===== src/rtl/assert_macros.svh =====
// ----------------------------------------------------------------------------
// Assertion macros
// Shared concurrent assertion forms used by the sampler RTL.
// ----------------------------------------------------------------------------
`ifndef ASSERT_MACROS_SVH
`define ASSERT_MACROS_SVH

// same-cycle implication
`define ASSERT_IMPL(label, clk, rst_n, ante, cons) \
	label: assert property (@(posedge clk) disable iff (!rst_n) (ante) |-> (cons)) \
		else $error("%m: assertion failed");

// next-cycle implication
`define ASSERT_NEXT(label, clk, rst_n, ante, cons) \
	label: assert property (@(posedge clk) disable iff (!rst_n) (ante) |=> (cons)) \
		else $error("%m: assertion failed");

`endif


===== src/rtl/kdrs_pkg.sv =====
// ----------------------------------------------------------------------------
// kdrs_pkg
// Shared constants, register indexes and controller/datapath types.
// ----------------------------------------------------------------------------
`default_nettype none

package kdrs_pkg;

	localparam int FIELD_W          = 32;
	localparam int LIMB_W           = 32;
	localparam int IDX_W            = 8;
	localparam int W_W              = FIELD_W + 1;
	localparam int ITERATIONS_DEF   = 32;
	localparam int RADIUS_WIDTH_DEF = 32;

	localparam logic [FIELD_W-1:0] SCALE_LENGTH_RST = 32'd50331648;
	localparam logic [FIELD_W-1:0] OUTER_RADIUS_RST = 32'd241591910;

	localparam logic [IDX_W-1:0] CFG_SCALE_LENGTH = 8'd0;
	localparam logic [IDX_W-1:0] CFG_OUTER_RADIUS = 8'd1;

	typedef enum logic [3:0] {
		DP_NOP,
		DP_MUL_WW,
		DP_MUL_AA,
		DP_MUL_RR_EDGE,
		DP_MUL_RR_MID,
		DP_MUL_WS,
		DP_MID,
		DP_NARROW,
		DP_EMIT_EDGE,
		DP_EMIT_MID
	} dp_op_t;

	typedef struct packed {
		logic   take;
		dp_op_t op;
	} dp_cmd_t;

	typedef struct packed {
		logic mul_done;
		logic lt;
		logic eq;
	} dp_sts_t;

endpackage

`default_nettype wire


===== src/rtl/kdrs_smp_if.sv =====
// ----------------------------------------------------------------------------
// kdrs_smp_if
// Sample channel: one uniform fraction per transfer.
// ----------------------------------------------------------------------------
`default_nettype none

interface kdrs_smp_if;
	logic                         valid;
	logic                         ready;
	logic [kdrs_pkg::FIELD_W-1:0] random_fraction;

	modport source (output valid, output random_fraction, input ready);
	modport sink   (input valid, input random_fraction, output ready);
endinterface

`default_nettype wire


===== src/rtl/kdrs_res_if.sv =====
// ----------------------------------------------------------------------------
// kdrs_res_if
// Result channel: radius and beyond-edge flag per transfer.
// ----------------------------------------------------------------------------
`default_nettype none

interface kdrs_res_if;
	logic                         valid;
	logic                         ready;
	logic [kdrs_pkg::FIELD_W-1:0] radius;
	logic                         beyond_edge;

	modport source (output valid, output radius, output beyond_edge, input ready);
	modport sink   (input valid, input radius, input beyond_edge, output ready);
endinterface

`default_nettype wire


===== src/rtl/kdrs_cfg_if.sv =====
// ----------------------------------------------------------------------------
// kdrs_cfg_if
// Configuration write channel: register index and write data.
// ----------------------------------------------------------------------------
`default_nettype none

interface kdrs_cfg_if;
	logic                         valid;
	logic                         ready;
	logic [kdrs_pkg::IDX_W-1:0]   index;
	logic [kdrs_pkg::FIELD_W-1:0] wdata;

	modport source (output valid, output index, output wdata, input ready);
	modport sink   (input valid, input index, input wdata, output ready);
endinterface

`default_nettype wire


===== src/rtl/kdrs_mul.sv =====
// ----------------------------------------------------------------------------
// kdrs_mul
// Limb-serial multiplier: one 32x32 partial product per cycle, accumulated
// into a wide register. Operands must hold until done.
// ----------------------------------------------------------------------------
`default_nettype none
`include "assert_macros.svh"

module kdrs_mul #(
	parameter int NL = 3,
	parameter int PW = 130
) (
	input  wire logic                            clk,
	input  wire logic                            arst_n,
	input  wire logic                            start,
	input  wire logic [$clog2(NL):0]             na,
	input  wire logic [$clog2(NL):0]             nb,
	input  wire logic [NL*kdrs_pkg::LIMB_W-1:0]  op_a,
	input  wire logic [NL*kdrs_pkg::LIMB_W-1:0]  op_b,
	output logic                                 done,
	output logic [PW-1:0]                        prod
);
	import kdrs_pkg::*;

	localparam int IB   = $clog2(NL);
	localparam int CNTW = IB + 1;

	logic                  issue_q;
	logic [IB-1:0]         i_q;
	logic [IB-1:0]         j_q;
	logic                  pv_s1;
	logic                  last_s1;
	logic [CNTW-1:0]       sh_s1;
	logic [2*LIMB_W-1:0]   prod_s1;
	logic [PW-1:0]         acc_q;
	logic                  done_q;
	logic [LIMB_W-1:0]     a_limb;
	logic [LIMB_W-1:0]     b_limb;
	logic                  i_last;
	logic                  j_last;
	logic [PW-1:0]         addend;

	assign a_limb = op_a[LIMB_W*i_q +: LIMB_W];
	assign b_limb = op_b[LIMB_W*j_q +: LIMB_W];
	assign i_last = (CNTW'(i_q) == na - CNTW'(1));
	assign j_last = (CNTW'(j_q) == nb - CNTW'(1));
	assign addend = PW'(prod_s1) << (LIMB_W * sh_s1);

	always_ff @(posedge clk or negedge arst_n) begin
		if (!arst_n) begin
			issue_q <= 1'b0;
			i_q     <= '0;
			j_q     <= '0;
			pv_s1   <= 1'b0;
			last_s1 <= 1'b0;
			done_q  <= 1'b0;
		end else begin
			pv_s1   <= issue_q;
			last_s1 <= issue_q && i_last && j_last;
			done_q  <= pv_s1 && last_s1;
			if (start) begin
				issue_q <= 1'b1;
				i_q     <= '0;
				j_q     <= '0;
			end else if (issue_q) begin
				if (j_last) begin
					j_q <= '0;
					if (i_last) begin
						issue_q <= 1'b0;
					end else begin
						i_q <= i_q + IB'(1);
					end
				end else begin
					j_q <= j_q + IB'(1);
				end
			end
		end
	end

	always_ff @(posedge clk) begin
		prod_s1 <= a_limb * b_limb;
		sh_s1   <= CNTW'(i_q) + CNTW'(j_q);
		if (start) begin
			acc_q <= '0;
		end else if (pv_s1) begin
			acc_q <= acc_q + addend;
		end
	end

	assign done = done_q;
	assign prod = acc_q;

	`ASSERT_IMPL(a_start_when_free, clk, arst_n, start, !issue_q && !pv_s1)
	`ASSERT_NEXT(a_done_single, clk, arst_n, done_q, !done_q)

endmodule

`default_nettype wire


===== src/rtl/kdrs_dp.sv =====
// ----------------------------------------------------------------------------
// kdrs_dp
// Datapath: search bounds, midpoint, squared terms, exact test of
// w^2*(r^2+a^2) against a^2*2^64, and the result register.
// ----------------------------------------------------------------------------
`default_nettype none

module kdrs_dp #(
	parameter int RADIUS_WIDTH = kdrs_pkg::RADIUS_WIDTH_DEF
) (
	input  wire logic                         clk,
	input  wire logic                         arst_n,
	input  wire kdrs_pkg::dp_cmd_t            cmd,
	output kdrs_pkg::dp_sts_t                 sts,
	input  wire logic [kdrs_pkg::FIELD_W-1:0] random_fraction,
	input  wire logic [kdrs_pkg::FIELD_W-1:0] scale_length,
	input  wire logic [kdrs_pkg::FIELD_W-1:0] outer_radius,
	output logic [kdrs_pkg::FIELD_W-1:0]      radius,
	output logic                              beyond_edge
);
	import kdrs_pkg::*;

	localparam int RW       = RADIUS_WIDTH;
	localparam int FRAC     = RW - 8;
	localparam int SHIFT_UP = (FRAC >= 24) ? FRAC - 24 : 0;
	localparam int SHIFT_DN = (FRAC < 24) ? 24 - FRAC : 0;
	localparam int CW       = FIELD_W + SHIFT_UP;
	localparam int SQ_W     = 2 * CW;
	localparam int SUM_W    = SQ_W + 1;
	localparam int WSQ_W    = 2 * W_W - 1;
	localparam int NL       = (SUM_W + LIMB_W - 1) / LIMB_W;
	localparam int LW       = NL * LIMB_W;
	localparam int PW       = SQ_W + 2 * W_W;
	localparam int CNTW     = $clog2(NL) + 1;
	localparam int NW       = (W_W + LIMB_W - 1) / LIMB_W;
	localparam int NQ       = (WSQ_W + LIMB_W - 1) / LIMB_W;
	localparam int NC       = (CW + LIMB_W - 1) / LIMB_W;

	dp_op_t            mul_op_q;
	logic [W_W-1:0]    w_q;
	logic [WSQ_W-1:0]  wsq_q;
	logic [SQ_W-1:0]   asq_q;
	logic [SUM_W-1:0]  sum_q;
	logic [RW-1:0]     lo_q;
	logic [RW-1:0]     hi_q;
	logic [RW-1:0]     mid_q;
	logic              lt_q;
	logic              eq_q;
	logic [FIELD_W-1:0] radius_q;
	logic              edge_q;

	logic              mul_start;
	logic              mul_done;
	logic [PW-1:0]     acc;
	logic [LW-1:0]     op_a;
	logic [LW-1:0]     op_b;
	logic [CNTW-1:0]   na;
	logic [CNTW-1:0]   nb;
	logic [CW-1:0]     a_common;
	logic [CW-1:0]     m_common;
	logic [CW-1:0]     mid_common;
	logic [RW-1:0]     hi_init;
	logic [RW:0]       bound_sum;
	logic [CW-1:0]     res_full;
	logic [PW-1:0]     rhs;

	assign a_common   = CW'(scale_length) << SHIFT_UP;
	assign m_common   = CW'(outer_radius) << SHIFT_UP;
	assign mid_common = CW'(mid_q) << SHIFT_DN;
	assign hi_init    = RW'(m_common >> SHIFT_DN);
	assign bound_sum  = {1'b0, lo_q} + {1'b0, hi_q};
	assign res_full   = (CW'(mid_q) >> SHIFT_UP) << SHIFT_DN;
	assign rhs        = PW'({asq_q, {(2*FIELD_W){1'b0}}});

	always_comb begin
		unique case (cmd.op) inside
			DP_MUL_WW, DP_MUL_AA, DP_MUL_RR_EDGE, DP_MUL_RR_MID, DP_MUL_WS: begin
				mul_start = 1'b1;
			end
			default: begin
				mul_start = 1'b0;
			end
		endcase
	end

	always_comb begin
		op_a = '0;
		op_b = '0;
		na   = CNTW'(1);
		nb   = CNTW'(1);
		case (mul_op_q)
			DP_MUL_WW: begin
				op_a = LW'(w_q);
				op_b = LW'(w_q);
				na   = CNTW'(NW);
				nb   = CNTW'(NW);
			end
			DP_MUL_AA: begin
				op_a = LW'(a_common);
				op_b = LW'(a_common);
				na   = CNTW'(NC);
				nb   = CNTW'(NC);
			end
			DP_MUL_RR_EDGE: begin
				op_a = LW'(m_common);
				op_b = LW'(m_common);
				na   = CNTW'(NC);
				nb   = CNTW'(NC);
			end
			DP_MUL_RR_MID: begin
				op_a = LW'(mid_common);
				op_b = LW'(mid_common);
				na   = CNTW'(NC);
				nb   = CNTW'(NC);
			end
			DP_MUL_WS: begin
				op_a = LW'(wsq_q);
				op_b = LW'(sum_q);
				na   = CNTW'(NQ);
				nb   = CNTW'(NL);
			end
			default: begin
				op_a = '0;
			end
		endcase
	end

	kdrs_mul #(
		.NL (NL),
		.PW (PW)
	) u_mul (
		.clk    (clk),
		.arst_n (arst_n),
		.start  (mul_start),
		.na     (na),
		.nb     (nb),
		.op_a   (op_a),
		.op_b   (op_b),
		.done   (mul_done),
		.prod   (acc)
	);

	always_ff @(posedge clk or negedge arst_n) begin
		if (!arst_n) begin
			mul_op_q <= DP_NOP;
		end else if (mul_start) begin
			mul_op_q <= cmd.op;
		end
	end

	always_ff @(posedge clk) begin
		if (cmd.take) begin
			w_q  <= {1'b1, {FIELD_W{1'b0}}} - {1'b0, random_fraction};
			lo_q <= '0;
			hi_q <= hi_init;
		end
		case (cmd.op)
			DP_MID: begin
				mid_q <= bound_sum[RW:1];
			end
			DP_NARROW: begin
				if (lt_q) begin
					lo_q <= mid_q;
				end else begin
					hi_q <= mid_q;
				end
			end
			DP_EMIT_EDGE: begin
				radius_q <= outer_radius;
				edge_q   <= 1'b1;
			end
			DP_EMIT_MID: begin
				radius_q <= res_full[FIELD_W-1:0];
				edge_q   <= 1'b0;
			end
			default: begin
			end
		endcase
		if (mul_done) begin
			case (mul_op_q) inside
				DP_MUL_WW: begin
					wsq_q <= acc[WSQ_W-1:0];
				end
				DP_MUL_AA: begin
					asq_q <= acc[SQ_W-1:0];
				end
				DP_MUL_RR_EDGE, DP_MUL_RR_MID: begin
					sum_q <= {1'b0, acc[SQ_W-1:0]} + {1'b0, asq_q};
				end
				DP_MUL_WS: begin
					lt_q <= (acc < rhs);
					eq_q <= (acc == rhs);
				end
				default: begin
				end
			endcase
		end
	end

	assign sts.mul_done = mul_done;
	assign sts.lt       = lt_q;
	assign sts.eq       = eq_q;
	assign radius       = radius_q;
	assign beyond_edge  = edge_q;

endmodule

`default_nettype wire


===== src/rtl/kdrs_ctrl.sv =====
// ----------------------------------------------------------------------------
// kdrs_ctrl
// Controller: sequences setup products, the edge test, the bisection steps
// and the result handoff.
// ----------------------------------------------------------------------------
`default_nettype none
`include "assert_macros.svh"

module kdrs_ctrl #(
	parameter int ITERATIONS = kdrs_pkg::ITERATIONS_DEF
) (
	input  wire logic              clk,
	input  wire logic              arst_n,
	input  wire logic              smp_valid,
	output logic                   smp_ready,
	output logic                   res_valid,
	input  wire logic              res_ready,
	output kdrs_pkg::dp_cmd_t      cmd,
	input  wire kdrs_pkg::dp_sts_t sts
);
	import kdrs_pkg::*;

	localparam int ITW = $clog2(ITERATIONS);

	typedef enum logic [3:0] {
		S_IDLE,
		S_WAIT_WW,
		S_WAIT_AA,
		S_WAIT_RR,
		S_WAIT_WS,
		S_EVAL,
		S_NEXT,
		S_SQ,
		S_FIN,
		S_OUT,
		S_EMIT
	} state_t;

	state_t         state_q;
	logic           ready_q;
	logic           res_valid_q;
	dp_op_t         op_q;
	logic           edge_q;
	logic           out_edge_q;
	logic [ITW-1:0] it_q;

	assign cmd.take  = smp_valid && ready_q;
	assign cmd.op    = op_q;
	assign smp_ready = ready_q;
	assign res_valid = res_valid_q;

	always_ff @(posedge clk or negedge arst_n) begin
		if (!arst_n) begin
			state_q     <= S_IDLE;
			ready_q     <= 1'b1;
			res_valid_q <= 1'b0;
			op_q        <= DP_NOP;
			edge_q      <= 1'b0;
			out_edge_q  <= 1'b0;
			it_q        <= '0;
		end else begin
			op_q <= DP_NOP;
			if (res_valid_q && res_ready) begin
				res_valid_q <= 1'b0;
			end
			unique case (state_q)
				S_IDLE: begin
					if (smp_valid && ready_q) begin
						ready_q <= 1'b0;
						op_q    <= DP_MUL_WW;
						state_q <= S_WAIT_WW;
					end
				end
				S_WAIT_WW: begin
					if (sts.mul_done) begin
						op_q    <= DP_MUL_AA;
						state_q <= S_WAIT_AA;
					end
				end
				S_WAIT_AA: begin
					if (sts.mul_done) begin
						op_q    <= DP_MUL_RR_EDGE;
						edge_q  <= 1'b1;
						state_q <= S_WAIT_RR;
					end
				end
				S_WAIT_RR: begin
					if (sts.mul_done) begin
						op_q    <= DP_MUL_WS;
						state_q <= S_WAIT_WS;
					end
				end
				S_WAIT_WS: begin
					if (sts.mul_done) begin
						state_q <= S_EVAL;
					end
				end
				S_EVAL: begin
					if (edge_q) begin
						if (sts.lt || sts.eq) begin
							out_edge_q <= 1'b1;
							state_q    <= S_OUT;
						end else begin
							edge_q  <= 1'b0;
							it_q    <= '0;
							op_q    <= DP_MID;
							state_q <= S_SQ;
						end
					end else if (sts.eq) begin
						out_edge_q <= 1'b0;
						state_q    <= S_OUT;
					end else begin
						op_q <= DP_NARROW;
						if (it_q == ITW'(ITERATIONS - 1)) begin
							state_q <= S_FIN;
						end else begin
							it_q    <= it_q + ITW'(1);
							state_q <= S_NEXT;
						end
					end
				end
				S_NEXT: begin
					op_q    <= DP_MID;
					state_q <= S_SQ;
				end
				S_SQ: begin
					op_q    <= DP_MUL_RR_MID;
					state_q <= S_WAIT_RR;
				end
				S_FIN: begin
					op_q       <= DP_MID;
					out_edge_q <= 1'b0;
					state_q    <= S_OUT;
				end
				S_OUT: begin
					if (!res_valid_q) begin
						op_q    <= out_edge_q ? DP_EMIT_EDGE : DP_EMIT_MID;
						state_q <= S_EMIT;
					end
				end
				S_EMIT: begin
					res_valid_q <= 1'b1;
					ready_q     <= 1'b1;
					state_q     <= S_IDLE;
				end
				default: begin
					state_q <= S_IDLE;
				end
			endcase
		end
	end

	`ASSERT_IMPL(a_ready_in_idle, clk, arst_n, ready_q, state_q == S_IDLE)
	`ASSERT_IMPL(a_valid_from_emit, clk, arst_n, $rose(res_valid_q), $past(state_q) == S_EMIT)
	`ASSERT_IMPL(a_done_while_waiting, clk, arst_n, sts.mul_done, state_q == S_WAIT_WW || state_q == S_WAIT_AA || state_q == S_WAIT_RR || state_q == S_WAIT_WS)

endmodule

`default_nettype wire


===== src/rtl/disk_radius_bisection_sampler.sv =====
// ----------------------------------------------------------------------------
// disk_radius_bisection_sampler
// Kuzmin disk radius from a uniform fraction by exact bisection.
// ----------------------------------------------------------------------------
// Usage:
//   sample : one Q0.32 fraction per transfer (valid/ready).
//   result : radius (Q8.24) and beyond_edge per transfer; exactly one result
//            per sample, in order.
//   cfg    : writes index 0 (scale_length) or 1 (outer radius);
//            other indexes are dropped. Write only while idle.
// Operation: one item at a time. All products go through one 32x32 multiplier,
//   one partial product per cycle. A full search runs ITERATIONS bisection
//   steps; an exact hit ends early, a beyond-edge sample finishes after the
//   edge test.
// Reset: registers return to their defaults (3.0 and about 14.4), nothing
//   in flight, sample ready.
// Stall: a finished result sits in the output register; the next sample is
//   still taken and worked on, and its result waits until the register frees.
// ----------------------------------------------------------------------------
`default_nettype none

module disk_radius_bisection_sampler #(
	parameter int ITERATIONS   = kdrs_pkg::ITERATIONS_DEF,
	parameter int RADIUS_WIDTH = kdrs_pkg::RADIUS_WIDTH_DEF
) (
	input  wire logic   clk,
	input  wire logic   arst_n,
	kdrs_smp_if.sink    sample,
	kdrs_res_if.source  result,
	kdrs_cfg_if.sink    cfg
);
	import kdrs_pkg::*;

	logic [FIELD_W-1:0] scale_length_q;
	logic [FIELD_W-1:0] outer_radius_q;
	dp_cmd_t            cmd;
	dp_sts_t            sts;

	assign cfg.ready = 1'b1;

	always_ff @(posedge clk or negedge arst_n) begin
		if (!arst_n) begin
			scale_length_q <= SCALE_LENGTH_RST;
			outer_radius_q <= OUTER_RADIUS_RST;
		end else if (cfg.valid) begin
			unique case (cfg.index)
				CFG_SCALE_LENGTH: begin
					scale_length_q <= cfg.wdata;
				end
				CFG_OUTER_RADIUS: begin
					outer_radius_q <= cfg.wdata;
				end
				default: begin
				end
			endcase
		end
	end

	kdrs_ctrl #(
		.ITERATIONS (ITERATIONS)
	) u_ctrl (
		.clk       (clk),
		.arst_n    (arst_n),
		.smp_valid (sample.valid),
		.smp_ready (sample.ready),
		.res_valid (result.valid),
		.res_ready (result.ready),
		.cmd       (cmd),
		.sts       (sts)
	);

	kdrs_dp #(
		.RADIUS_WIDTH (RADIUS_WIDTH)
	) u_dp (
		.clk             (clk),
		.arst_n          (arst_n),
		.cmd             (cmd),
		.sts             (sts),
		.random_fraction (sample.random_fraction),
		.scale_length    (scale_length_q),
		.outer_radius    (outer_radius_q),
		.radius          (result.radius),
		.beyond_edge     (result.beyond_edge)
	);

endmodule

`default_nettype wire

===== src/flat_wrapper.sv =====
// flat-port wrapper written by rule: the top's interface ports become plain ports
module disk_radius_bisection_sampler_flat import kdrs_pkg::*;
#(
	parameter int ITERATIONS   = kdrs_pkg::ITERATIONS_DEF,
	parameter int RADIUS_WIDTH = kdrs_pkg::RADIUS_WIDTH_DEF
)
  (clk, arst_n, sample_valid, sample_random_fraction, sample_ready, result_valid, result_radius, result_beyond_edge, result_ready, cfg_valid, cfg_index, cfg_wdata, cfg_ready);
  kdrs_smp_if sample_i ();
  kdrs_res_if result_i ();
  kdrs_cfg_if cfg_i ();
  input  wire logic clk;
  input  wire logic arst_n;
  input wire logic [$bits(sample_i.valid)-1:0] sample_valid;
  input wire logic [$bits(sample_i.random_fraction)-1:0] sample_random_fraction;
  output wire logic [$bits(sample_i.ready)-1:0] sample_ready;
  output wire logic [$bits(result_i.valid)-1:0] result_valid;
  output wire logic [$bits(result_i.radius)-1:0] result_radius;
  output wire logic [$bits(result_i.beyond_edge)-1:0] result_beyond_edge;
  input wire logic [$bits(result_i.ready)-1:0] result_ready;
  input wire logic [$bits(cfg_i.valid)-1:0] cfg_valid;
  input wire logic [$bits(cfg_i.index)-1:0] cfg_index;
  input wire logic [$bits(cfg_i.wdata)-1:0] cfg_wdata;
  output wire logic [$bits(cfg_i.ready)-1:0] cfg_ready;
  assign sample_i.valid = sample_valid;
  assign sample_i.random_fraction = sample_random_fraction;
  assign sample_ready = sample_i.ready;
  assign result_valid = result_i.valid;
  assign result_radius = result_i.radius;
  assign result_beyond_edge = result_i.beyond_edge;
  assign result_i.ready = result_ready;
  assign cfg_i.valid = cfg_valid;
  assign cfg_i.index = cfg_index;
  assign cfg_i.wdata = cfg_wdata;
  assign cfg_ready = cfg_i.ready;
  disk_radius_bisection_sampler #(.ITERATIONS(ITERATIONS), .RADIUS_WIDTH(RADIUS_WIDTH)) u_core (.clk(clk), .arst_n(arst_n), .sample(sample_i), .result(result_i), .cfg(cfg_i));
endmodule

===== config.mk =====
export PLATFORM = sky130hd
export DESIGN_NAME = disk_radius_bisection_sampler_flat
export DESIGN_NICKNAME = d
export VERILOG_FILES = /design/src/rtl/kdrs_pkg.sv /design/src/rtl/kdrs_smp_if.sv /design/src/rtl/kdrs_res_if.sv /design/src/rtl/kdrs_cfg_if.sv /design/src/rtl/kdrs_mul.sv /design/src/rtl/kdrs_dp.sv /design/src/rtl/kdrs_ctrl.sv /design/src/rtl/disk_radius_bisection_sampler.sv /design/src/flat_wrapper.sv
export VERILOG_INCLUDE_DIRS = /design/src /design/src/rtl
export SDC_FILE = /design/constraint.sdc
export NUM_CORES = 2
export LEC_CHECK = 0
export BUFFER_PORTS_ARGS = -buffer_cell sky130_fd_sc_hd__buf_2
export CAP_MARGIN = 20
export CORE_MARGIN = 4
export CORE_UTILIZATION = 40
export CTS_CLUSTER_DIAMETER = 60
export CTS_CLUSTER_SIZE = 8
export DETAILED_ROUTE_END_ITERATION = 12
export GPL_TIMING_DRIVEN = 0
export SETUP_SLACK_MARGIN = 0.1
export SKIP_CTS_REPAIR_TIMING = 1
export SLEW_MARGIN = 25
export SYNTH_ARGS = -nofsm -noshare
export SYNTH_HDL_FRONTEND = slang
export SYNTH_HIERARCHICAL = 1
export SYNTH_SLANG_ARGS = --single-unit
export TNS_END_PERCENT = 30

===== constraint.sdc =====
create_clock -name clk -period 11.7 [get_ports clk]
set_clock_uncertainty 0.1 [all_clocks]
set_input_delay 0.585 -clock clk [delete_from_list [all_inputs] [get_ports clk]]
set_output_delay 0.585 -clock clk [all_outputs]
set_load 0.005 [all_outputs]

==> flow_summary.json <==
{
  "synth_cell_types": 107,
  "drc": 0,
  "die_h_um": 441,
  "ys_ff_latch": 648,
  "n_fill_cell": 18530,
  "layout.nets": 10295,
  "drt-total-wl_um": 334000,
  "synth-edff-count": 294,
  "place_inst": 11118,
  "drv_slew": 0,
  "start_util_pct": 40.3,
  "finalHoldViolations": 0,
  "vias_per_cell": 5.84,
  "crit_arrival_ps": 11960,
  "clock_sinks": 648,
  "critPathSlowestCell": "a222oi_1",
  "slowest_delay_ps": 780,
  "async_flop_share_pct": 14.4,
  "finalNonFillerCells": 11331,
  "grt_max_degree": 54,
  "die-area_um2": 194000,
  "cap_violations": 0,
  "firstDrtPassIters": 10,
  "clkLatencyLatePin_ps": 750,
  "total_power_mw": 5.23,
  "min_period_ps": 11470,
  "min_path_type": "input port to register",
  "grt_overflow": 0,
  "grt_pass1_vias": 66072,
  "dp.final_hpwl_um": 276000,
  "root_buffer": "clkbuf_16",
  "globalplace.congestion": 1.05,
  "period_share_pct": 98.1,
  "setup.worst_path.class": "register to register",
  "grt_setup_unrepaired": "yes",
  "maxSlewHeadroom_pct": 14.0,
  "grtUsageTotal_pct": 34.1,
  "setup_viol": 0,
  "status": "complete, no violations",
  "rows": 158,
  "required_ps": 12180,
  "crit_top_cell": "fa_1",
  "max-clock-path-buffers": 3,
  "synth-main-ff-cell": "edfxtp_1",
  "h-tree-depth": 3,
  "yosysSeqAreaShare_pct": 21.9,
  "crit_path_end_kind": "register",
  "clk_pin_slew_ps": 50,
  "post-route-util_pct": 44.8,
  "clock.fmax_mhz": 87.2,
  "route.vias.total": 66217,
  "setup_ws_ps": 227,
  "wl_per_cell_um": 29.5,
  "ir_drop_mv": 0.120,
  "drtIter0Drc": 7422,
  "final_layout_size_suffix_gt1_share_pct": 7.86,
  "ant_nets": 0,
  "p_per_area_nw_per_um2": 62.8,
  "tns_ps": 0,
  "syn2layout_area_growth_pct": 11.1,
  "port_buffers": 111,
  "ios": 113,
  "synth_area_per_cell_um2": 8.90,
  "core_um2": 186000,
  "power.leakage_nw": 37.9,
  "grt_pass1_wl_um": 475000,
  "multi_input_area_um2": 53700,
  "die_w_um": 441,
  "antenna_found_initial": 29,
  "critPathMaxFanout": 10,
  "ff2ff_setup_slack_ps": 230,
  "ff_latch_area_um2": 16400,
  "syn-cell-area_um2": 74900,
  "cts_inserted_buffers": 99,
  "cts_tree": "done",
  "synthCells": 8423,
  "place_ws_ps": -1720,
  "yosys_warnings": 6,
  "worstMarginPinSlew_ps": 1270,
  "start_kind": "register"
}
-- area by class of cell --
class                      count  share of cell area (%)
inverter                    1020                    4.60
multi-input combinational   6379                    64.5
antenna                       11                  0.0331
sequential                   648                    19.7
clock buffer                 160                    3.34
timing repair buffer         169                    1.47
clock inverter                20                   0.311
tap                         2480                    3.73
buffer                       444                    2.34
-- path summary, 6_finish.rpt --
| path | end | cells after the start | start |
|---|---|---|---|
| worst max-delay path | u_core/u_dp/u_mul/prod_s1[55] | 32 | u_core/u_dp/mul_op_q[1] |
| worst min-delay path | u_core/outer_radius_q[21] | 2 | cfg_wdata[21] |
| worst max register to register | u_core/u_dp/u_mul/prod_s1[55] | 32 | u_core/u_dp/mul_op_q[1] |
| worst min register to register | u_core/u_dp/u_mul/done | 1 | u_core/u_dp/u_mul/last_s1 |
| max in group asynchronous | u_core/u_ctrl/smp_ready | 3 | arst_n |
| min in group asynchronous | u_core/outer_radius_q[3] | 2 | arst_n |
-- worst max-delay path, delay by kind of cell (launching register included) --
kind,cells,cell delay [ps]
compound gates,7,2640
fa+ha+maj,9,4590
buf+inv,6,1140
flops,1,460
mux,1,250
simple gates,9,2110
-- cell families after synthesis --
family,synth area share (%)
and+or+nand+nor,16.1
AOI/OAI and AO/OA,13.7
buffers and inverters,7.54
adders and majority gates,33.3
DFF,21.9
muxes,4.16
xor gates and xnor gates,3.23
other,0.0100
-- synth_stat cells, types with 84 or more instances --
library cell	number	area (um^2)
o21ai_0	289	1450
xnor2_1	175	1530
nand4_1	132	826
nand3_1	84	420
fa_1	900	18000
nor2_1	1037	3890
dfxtp_1	261	5230
mux2i_1	189	1890
a21o_1	278	2090
edfxtp_1	294	8830
a21oi_1	481	2410
nand2_1	918	3450
clkbuf_1	405	1520
and2_1	137	857
inv_1	1020	3830
xor2_1	101	885
ha_1	557	6970
-- metrics by stage --
step	instance area, um^2	hold slack [ps]
2_1_floorplan	75200	189
3_3_place_gp	78900	344
3_5_place_dp	79300	349
4_1_cts	82400	-372
5_1_grt	83200	5.87
6_report	83200	29.0
-- report_power, final --
group / internal (mW) / switching (mW) / leakage (nW)
Sequential: 2.37 / 0.00928 / 6.58
Combinational: 0.0358 / 0.0393 / 29.9
Clock: 1.63 / 1.15 / 1.44
Total: 4.03 / 1.19 / 37.9
-- flip-flops by register name, indices dropped and copies added (netlist names), 2 cells and up --
name and flops:
u_core/u_dp/radius 32, u_core/u_ctrl/state_q 4, u_core/u_dp/u_mul/i_q 2, u_core/u_dp/mul_op_q 4, u_core/scale_length_q 32, u_core/u_dp/asq_q 64, u_core/u_dp/wsq_q 65, u_core/u_dp/u_mul/j_q 2
u_core/u_dp/w_q 33, u_core/u_dp/u_mul/prod 130, u_core/u_dp/u_mul/prod_s1 64, u_core/u_dp/mid_common 32, u_core/u_ctrl/it_q 5, u_core/outer_radius_q 32, u_core/u_dp/sum_q 65, u_core/u_dp/hi_q 32
u_core/u_ctrl/op_q 4, u_core/u_dp/lo_q 32, u_core/u_dp/u_mul/sh_s1 3
-- metal layers --
metal | up-vias | share of wire (%) | GRT usage (%)
li1 | 28693 | - | -
met2 | 3515 | 43 | 51.1
met5 | - | 0.035 | 0
met3 | 747 | 10 | 8.30
met1 | 33244 | 41 | 45.6
met4 | 18 | 6.5 | 17.8
-- cell usage in the layout, fill, tap and decap left out, types with 134 or more instances in the layout --
cell	n
nor2_1	1031
inv_1	1020
nand2_1	915
fa_1	900
ha_1	555
a21oi_1	436
clkbuf_1	321
edfxtp_1	294
o21ai_0	288
a21o_1	267
dfxtp_1	261
mux2i_1	189
xnor2_1	175
buf_2	142
and2_1	134
Power figures use the tool's default switching activity.
